[config.mk]
export PLATFORM = sky130hd
export DESIGN_NAME = baee_lane
export DESIGN_NICKNAME = d
export VERILOG_FILES = /design/src/rtl/block_average_error_estimator_core_macros.svh /design/src/rtl/baee_pkg.sv /design/src/rtl/baee_lane.sv
export SDC_FILE = /design/constraint.sdc
export NUM_CORES = 1
export LEC_CHECK = 0
export BUFFER_PORTS_ARGS = -buffer_cell sky130_fd_sc_hd__buf_4
export CAP_MARGIN = 20
export CELL_PAD_IN_SITES_DETAIL_PLACEMENT = 1
export CELL_PAD_IN_SITES_GLOBAL_PLACEMENT = 1
export CORE_MARGIN = 1.5
export CORE_UTILIZATION = 39
export CTS_BUF_LIST = sky130_fd_sc_hd__clkbuf_2
export DETAILED_ROUTE_END_ITERATION = 8
export PLACE_DENSITY_LB_ADDON = 0.1
export SLEW_MARGIN = 20
export SYNTH_ARGS = -nofsm -noshare
export SYNTH_HDL_FRONTEND = slang
export SYNTH_SLANG_ARGS = --single-unit
[constraint.sdc]
create_clock -name aclk -period 4.3 [get_ports aclk]
set_clock_uncertainty 0.05 [all_clocks]
set_input_delay 0.86 -clock aclk [delete_from_list [all_inputs] [get_ports aclk]]
set_output_delay 0.86 -clock aclk [all_outputs]
set_load 0.02 [all_outputs]
[src/rtl/block_average_error_estimator_core_macros.svh]
// Assertion macros used by the estimator core.
`ifndef BLOCK_AVERAGE_ERROR_ESTIMATOR_CORE_MACROS_SVH
`define BLOCK_AVERAGE_ERROR_ESTIMATOR_CORE_MACROS_SVH
// Checks that an implication holds on every clock edge outside reset.
`define BAEE_ASSERT_IMP(label, clk, rstn, ante, cons, msg) \
    label: assert property (@(posedge clk) disable iff (!rstn) (ante) |-> (cons)) \
        else $error(msg);
// Checks that a condition holds on every clock edge outside reset.
`define BAEE_ASSERT_ALWAYS(label, clk, rstn, cond, msg) \
    label: assert property (@(posedge clk) disable iff (!rstn) (cond)) else $error(msg);
`endif

[src/rtl/baee_pkg.sv]
`timescale 1ns / 1ps
// ----------------------------------------------------------------------------
// baee_pkg
// Shared constants and types of the block average error estimator.
// ----------------------------------------------------------------------------
package baee_pkg;
    localparam int CHANNELS      = 5;
    localparam int FRACTION_BITS = 16;
    localparam int CH_W          = 3;
    localparam int SAMPLE_W      = 32;
    localparam int SUM_W         = 48;
    localparam int SQ_W          = 64;
    localparam int CNT_W         = 16;

    typedef logic signed [SAMPLE_W-1:0] sample_t;
    typedef logic signed [SUM_W-1:0]    sum_t;
    typedef logic        [SQ_W-1:0]     sq_t;
    typedef logic        [CNT_W-1:0]    cnt_t;

    localparam sum_t S48_MAX = {1'b0, {(SUM_W-1){1'b1}}};
    localparam sum_t S48_MIN = {1'b1, {(SUM_W-1){1'b0}}};

    // Control from the sequencer to each lane.
    typedef struct packed {
        logic accumulate;
        logic clear_block;
    } lane_ctrl_t;

    // Result fields of one channel.
    typedef struct packed {
        logic signed [31:0] block_mean;
        logic signed [31:0] running_mean;
        logic        [31:0] standard_error;
    } result_t;

    // Saturating signed 48-bit add of a 32-bit sample or mean.
    function automatic sum_t sat_add48(input sum_t a, input logic signed [31:0] b);
        logic signed [SUM_W:0] s;
        s = {a[SUM_W-1], a} + {{(SUM_W-31){b[31]}}, b};
        if (s[SUM_W] != s[SUM_W-1]) begin
            return s[SUM_W] ? S48_MIN : S48_MAX;
        end
        return s[SUM_W-1:0];
    endfunction

    // Saturate a 64-bit signed value to 32 bits.
    function automatic logic signed [31:0] sat32(input logic signed [63:0] v);
        if (v > 64'sh7FFFFFFF) begin
            return 32'sh7FFFFFFF;
        end
        if (v < -64'sh80000000) begin
            return -32'sh80000000;
        end
        return v[31:0];
    endfunction
endpackage

[src/rtl/baee_lane.sv]
`timescale 1ns / 1ps
// ----------------------------------------------------------------------------
// baee_lane
// One channel lane: saturating block accumulator.
// ----------------------------------------------------------------------------
module baee_lane (
    input  logic                aclk,
    input  logic                aresetn,
    input  baee_pkg::lane_ctrl_t ctrl,
    input  baee_pkg::sample_t   sample,
    output baee_pkg::sum_t      block_sum
);
    import baee_pkg::*;

    sum_t sum_reg;

    // The block sum including the current word; a closing word empties the
    // accumulator so that the next block starts from zero.
    assign block_sum = sat_add48(sum_reg, sample);

    always_ff @(posedge aclk) begin
        if (!aresetn) begin
            sum_reg <= '0;
        end else if (ctrl.accumulate) begin
            sum_reg <= ctrl.clear_block ? '0 : block_sum;
        end
    end
endmodule

**After elaboration in Yosys (flattened, before gate mapping)**

Cells that the tools add are included.
Widths: inputs -> output; s select.

- Register bits: 48
- Logic and storage cells: 8

- Eq/ne operators: 1
- Add/subtract/negate cells: 1
- Muxes and demuxes: 5

Operators by type and width:

| cell | number |
|---|---|
| $mux 48 | 4 |
| $add 48x32->49 | 1 |
| $mux 1 | 1 |
| $ne 1x1->1 | 1 |

**Logic depth before layout (Yosys ltp)**

Gate-level depths: netlist of the first run.

- Word-level depth: 5
- Gate-level depth with buffers: 14
- Mapped depth without buffers: 12

**Least setup slack after synthesis of the first run**

No wires, ideal clock.

- Kind: input to output
- Start point: in sample[0]
- End point: out block_sum[26]
- Arrival: 3.452 ns
- Data required time: 3.390 ns
- Stages on the path: 13
- Setup slack: -0.062 ns
- Path buffers: 2
- Cell sequence: ha_1 -> inv_1 -> fa_1 -> nor2b_1 -> o211ai_1 -> a21o_1 -> o221a_2 -> a21bo_2 -> o41ai_4 -> buf_6 -> buf_2 -> a21oi_1 -> nor2_1

- Word-level cells in the longest chain between the ends: 4
- Elaborated cells on any way between the ends: 6

RTL lines:

| item | RTL line | text |
|---|---|---|
| start, declared | baee_lane.sv:10 | `input baee_pkg::sample_t sample,` |
| $add 48x32->49 (*) | baee_pkg.sv:39 | `s = {a[SUM_W-1], a} + {{(SUM_W-31){b[31]}}, b};` |
| $mux 48 / $ne 1x1->1 (equally long branches) | baee_pkg.sv:41, baee_pkg.sv:40 |  |
| $mux 48 / $mux 1 (equally long branches) | baee_pkg.sv:40 | `if (s[SUM_W] != s[SUM_W-1]) begin` |
| $mux 48 (*) | baee_pkg.sv:43 | `return s[SUM_W-1:0];` |
| end, declared | baee_lane.sv:11 | `output baee_pkg::sum_t block_sum` |

Every way passes the cells marked *; elsewhere a longest branch is shown, timed or not. The select of a mux whose other input is x is not followed.

**Final worst setup path of the first run**

- Start point: reg sum_reg[6]
- End point: out block_sum[16]

- Word-level cells in the longest chain between the ends: 4
- Elaborated cells on any way between the ends: 6

RTL lines:

| item | RTL line | text |
|---|---|---|
| start, declared | baee_lane.sv:15 | `sum_t sum_reg;` |
| start signal, assigned | baee_lane.sv:25 | `sum_reg <= ctrl.clear_block ? '0 : block_sum;` |
| $add 48x32->49 (*) | baee_pkg.sv:39 |  |
| $mux 48 / $ne 1x1->1 (equally long branches) | baee_pkg.sv:41, baee_pkg.sv:40 |  |
| $mux 48 / $mux 1 (equally long branches) | baee_pkg.sv:40 |  |
| $mux 48 (*) | baee_pkg.sv:43 |  |

Marked as above.

==> impl_metrics.ini, run 1 <==
[detailed_routing]
via_per_inst = 6.12
first_iter_violations = 463
num_vias = 7017
drcViolationCount = 0
firstDrtPassIters = 5
routed_wl_um = 27000
drt-wirelength-per-cell_um = 23.6
ant_nets = 0

[timing]
fin_hold_ws_ns = 0.425
max_slew.worst_pin.slew_ns = 0.837
fmax_mhz = 214
finalCritPeriodShare_pct = 108
drv_slew = 0
period_minus_slack_ns = 4.66
setup_ws_ns = -0.364
rsz0062_at_grt = true
hold_viol = 0
fin_tns_setup_ns = -13.52
relSlewSlack_pct = 44.1
setup_violations = 48

[synthesis]
synth_edf_count = 0
syn_area_mm2 = 0.00528
synth.distinct_cells = 81
synthArstFlopShare_pct = 0
synth.avg_cell_area_um2 = 7.41
synthCells = 712
synth_ff_type = dfxtp_1
synth_warnings = 0
synth-seq-area-share_pct = 18.2
synth_fp_nets = 797
ys_seq_elements = 48

[global_route]
grt_util_met1_pct = 38.0
antenna_found_initial = 0
grt_use_met2_pct = 59.2
grt_use_total_pct = 32.6
overflow = 0
grt_pass1_wl_um = 36900
gr-usage-met3_pct = 3.88
grt_max_degree = 31
grt_busiest_layer = met2
first_global_vias = 7154

[pwr]
power_switching_share_pct = 46.3
combPwrFrac_pct = 70.0
power_density_mw_per_mm2 = 296
p_clk_share_pct = 10.3
internal_power_w = 0.00135
ir_worst_vdd_v = 0.000166
p_leak_nw = 3.85
switchingPower_w = 0.00117
p_seq_share_pct = 19.8

[die]
core_area_mm2 = 0.0132
die_area_mm2 = 0.0142
die_x_um = 119
start_util_pct = 39.8
io_pins = 84
die_h_um = 119
rows = 42

[setup_path]
critical_path_class = flop to primary output
critPathArrivalTime_ns = 3.75
cp-end-kind = primary output
cp-start-kind = flop
crit_fanout = 20
worstPathRequired_ns = 3.39

[final_layout]
largest_register_ff_count = 48
n_antenna_cell = 0
syn_to_final_growth_pct = 61.0
instances_no_fill = 1146
final_nets = 1054
finish.instance_area_mm2 = 0.00850
drive_gt1_share_pct = 45.3

[cts]
cts_root_buffer = clkbuf_2
clk_pin_slew_ns = 0.35
clk_latency_ns = 0.59
ctsHtreeMaxLevel = 2
clock-sinks = 48
cts_buffer_depth = 2
postCtsHoldBufs = 0
numCtsBuffers = 5
cts_tree = done

[hold_path]
min_path_type = primary input to flop

[outcome]
violations = setup timing
status = complete, but fails checks

[placement]
dp_hpwl_um = 17000
port_buffers = 83
dp_cells = 1107
place_congestion = 0.949
placed_cell_area_mm2 = 0.00734
pre_cts_ws_ns = -0.477

[job]
maxCapViolations = 0
[layout make-up]
type | count | area, um^2
timing repair buffer | 294 | 2540
fill | 1592 | 4750
clock buffer | 5 | 25.0
multi-input combinational | 603 | 4650
clock inverter | 3 | 26.3
sequential | 48 | 971
inverter | 17 | 66.3
tap | 176 | 220
[what timing repair did]
action | 4_1_cts | 5_1_grt
gates resized for setup | 111 | 75
gates cloned | 2 | 2
hold endpoints to repair | 0 | 0
setup buffers | 17 | 11
endpoints found under the setup margin | 48 | 48
pin swaps | 20 | 30
[cells in the mapped netlist (4+ instances only)]
master | number | area share (%)
a211oi_1 | 7 | 1.0
a21boi_0 | 5 | 0.71
a21o_1 | 25 | 3.6
a21oi_1 | 82 | 7.8
a221o_1 | 5 | 0.95
a22o_1 | 5 | 0.83
a31oi_1 | 4 | 0.47
and2_1 | 6 | 0.71
and3_1 | 8 | 0.95
buf_2 | 15 | 1.4
buf_4 | 5 | 0.71
buf_6 | 8 | 1.7
clkbuf_1 | 14 | 1.0
dfxtp_1 | 48 | 18
ha_1 | 48 | 11
inv_1 | 16 | 1.1
maj3_1 | 15 | 2.8
maj3_2 | 4 | 0.85
nand2_1 | 83 | 5.9
nand3_1 | 18 | 1.7
nand4_1 | 10 | 1.2
nor2_1 | 53 | 3.8
nor2b_1 | 8 | 0.95
nor3_1 | 8 | 0.76
o211ai_1 | 7 | 1.0
o21a_1 | 6 | 0.85
o21ai_0 | 35 | 3.3
o21ai_1 | 41 | 3.9
o21bai_1 | 8 | 1.1
o221ai_1 | 4 | 0.66
or3_1 | 5 | 0.59
xnor2_1 | 20 | 3.3
xor2_1 | 20 | 3.3
[cells by family after synthesis]
group | synth area share [%]
fa+ha+maj | 15.5
compound gates | 32.8
mux | 0.190
buf+inv | 6.24
flops | 18.2
simple gates | 20.5
xor+xnor | 6.64
[power by group through the flow]
stage / combinational (W) / clock (W) / sequential [W]
2_1_floorplan: 0.000748 / 0 / 0.000491
5_1_grt: 0.00184 / 0.000267 / 0.000499
3_3_place_gp: 0.00131 / 0 / 0.000497
6_report: 0.00176 / 0.000258 / 0.000497
3_5_place_dp: 0.00134 / 0 / 0.000499
4_1_cts: 0.00157 / 0.000254 / 0.000494
[final timing paths]
path	slack, ns	start	cells after the start	to
max	-0.36	sum_reg[6]	13	block_sum[16]
min	0.42	aresetn	2	sum_reg[47]
max reg2reg	0.54	sum_reg[0]	16	sum_reg[44]
min reg2reg	0.43	sum_reg[13]	2	sum_reg[13]
[per-stage QoR]
stage	total power [W]	util [%]
floorplan	0.00124	-
global placement	0.00180	55.5
detailed placement	0.00184	55.5
CTS	0.00232	61.0
global route	0.00261	64.2
finish	0.00251	64.2
[layer usage]
| metal | up-vias | wire length (um) | share of wire, % |
|---|---|---|---|
| met5 | - | 0 | 0 |
| met4 | 0 | 1550 | 5.7 |
| met3 | 112 | 1400 | 5.2 |
| met2 | 328 | 13400 | 50 |
| met1 | 3454 | 10600 | 39 |
| li1 | 3123 | - | - |
[cell usage in the layout, fill, tap and decap left out, types with 5 or more instances in the layout]
cell,n
xnor2_1,16
o21ai_0,22
nor3_1,8
nand4_1,10
a21oi_1,65
o21ai_2,6
a211oi_1,7
o21ai_1,45
and2_1,7
clkbuf_2,5
buf_12,8
a221o_1,5
nand2_1,83
maj3_1,9
and3_1,7
dfxtp_1,40
inv_1,14
a22o_1,5
nand3_1,14
a21oi_2,16
ha_4,13
nor2_2,12
nor2_1,31
nor2_4,11
o211ai_1,7
xor2_1,18
o21a_1,6
maj3_2,10
or3_1,5
ha_1,32
buf_6,39
a21o_1,25
o21bai_1,8
nor2b_1,6
buf_4,240
dfxtp_2,8
[critical path: stages (launching register included)]
cell	delay (ns)
dfxtp_1	0.40
ha_1	0.31
buf_4	0.14
nand3_1	0.12
nor2_1	0.21
nand3_2	0.16
a211oi_4	0.34
o21ai_2	0.15
a31oi_1	0.30
and3_4	0.35
buf_12	0.19
nand2_4	0.15
a21oi_4	0.19
buf_6	0.14
Note: power is estimated with default switching activity, not from simulation.
==> run 2, diff against run 1 <==
MAX_ROUTING_LAYER = met4   (was not set)
==> impl_metrics.ini, run 2 (same netlist as run 1, synthesis figures left out) <==
[outcome]
status = complete, but fails checks
violations = setup timing

[final_layout]
syn_to_final_growth_pct = 74.6
instances_no_fill = 1178
fin_util_pct = 69.6
largest_register_ff_count = 48
final_common_cell = buf_4
drive_gt1_share_pct = 51.2
final_nets = 1085
final_cell_mix = buf_4, nand2_1, buf_6, a21oi_1, o21ai_1
fillers = 1482

[timing]
drv_slew = 0
setup_ws_ns = -0.918
fmax_mhz = 192
rsz0062_at_grt = true
max_slew.worst_pin.slew_ns = 0.964
relSlewSlack_pct = 35.6
finalCritPeriodShare_pct = 121
setup_violations = 49
period_minus_slack_ns = 5.22
hold_viol = 0

[setup_path]
worstPathRequired_ns = 3.39
cp-start-kind = flop
critPathTopFamily = compound AO/OA/AOI/OAI gates
r2r_start = sum_reg[18]
crit_fanout = 6
cp-end-kind = primary output
critical_path_class = flop to primary output
crit_start = sum_reg[18]
crit_chain = ha_4, buf_4, nand2_1, o21ai_0, buf_4, a21oi_1, and3_1, a21bo_4, o41ai_4, buf_6, buf_12, inv_6, maj3_2, inv_2, buf_6
critPathArrivalTime_ns = 4.31
path_buf_inv = 7
crit_slowest_cell = o21ai_0
cp_slowest_stage_delay_ns = 0.72

[die]
die_area_mm2 = 0.0142
core_area_mm2 = 0.0132
rows = 42
start_util_pct = 39.8
die_x_um = 119
die_h_um = 119
io_pins = 84

[cts]
cts_root_buffer = clkbuf_2
numCtsBuffers = 5
cts_tree = done
ctsHtreeMaxLevel = 2
clk_pin_slew_ns = 0.37
postCtsHoldBufs = 0
clock-sinks = 48
clk_latency_ns = 0.65
cts_buffer_depth = 2

[placement]
port_buffers = 83
pre_cts_ws_ns = -0.478
dp_cells = 1117
dp_hpwl_um = 17500
place_congestion = 0.945

[global_route]
grt_use_total_pct = 37.5
antenna_found_initial = 1
first_global_vias = 7616
grt_pass1_wl_um = 41000
overflow = 0
grt_max_degree = 31

[pwr]
p_leak_nw = 4.09
ir_worst_vdd_v = 0.000226
power_density_mw_per_mm2 = 327

[hold_path]
min_path_type = primary input to flop
min_from = aresetn

[detailed_routing]
num_vias = 8634
drcViolationCount = 0
drt-wirelength-per-cell_um = 34.5
routed_wl_um = 40700
first_iter_violations = 1220
ant_nets = 0
firstDrtPassIters = 6
via_per_inst = 7.33

[job]
maxCapViolations = 0
run 2: cell count changes in the layout (fill, tap and decap cells not counted), sizes merged:
cell,previous run,this run
buf,292,321
bufinv,0,2
clkbuf,7,9
clkinv,1,0
diode,0,1
inv,19,18
run 2: repair_timing:
item,in CTS,in global routing
endpoints found under the hold margin,0,0
gates cloned,3,4
setup endpoints to repair,48,48
pin swaps,36,49
gates resized for setup,163,112
setup buffers,26,27
run 2: final timing paths:
kind                   endpoint  slack (ns)  cells past startpoint
hold reg to reg     sum_reg[37]        0.45                      2
hold / removal      sum_reg[47]        0.40                      2
setup reg to reg    sum_reg[19]       -0.02                     17
setup / recovery  block_sum[18]       -0.92                     15
run 2: area by class of cell:
| cell class | instances | area (um^2) | area share, % |
|---|---|---|---|
| inverter | 17 | 68.8 | 0.747 |
| multi-input combinational | 603 | 4960 | 53.8 |
| timing repair buffer | 325 | 2900 | 31.4 |
| sequential | 48 | 973 | 10.6 |
| clock inverter | 3 | 68.8 | 0.747 |
| tap | 176 | 220 | 2.39 |
| antenna | 1 | 2.50 | 0.0272 |
| clock buffer | 5 | 25.0 | 0.272 |
run 2: routing by layer:
| layer | track usage, % | wire [um] | share of wire (%) | up-vias |
|---|---|---|---|---|
| met5 | - | 0 | 0 | - |
| met4 | 19.3 | 4900 | 12 | 0 |
| met3 | 5.89 | 4520 | 11 | 489 |
| met2 | 65.3 | 18100 | 44 | 875 |
| met1 | 41.6 | 13200 | 32 | 4073 |
| li1 | - | - | - | 3197 |
run 2: through the flow:
step / power (W) / cell area [um^2] / hold slack [ns] / TNS, ns
final: 0.00301 / 9210 / 0.401 / -38.21
after global routing: 0.00304 / 9210 / 0.417 / -45.99
after CTS: 0.00254 / 8500 / 0.426 / -6.17
after detailed placement: 0.00186 / 7430 / 0.399 / -16.63
after global placement: 0.00182 / 7430 / 0.389 / -12.37
after floorplan: 0.00124 / 5330 / 0.380 / -0.228
run 2: report_power, final:
part	internal [W]	switching [W]
Clock	0.000159	0.000232
Combinational	0.000928	0.00118
Sequential	0.000475	0.0000323
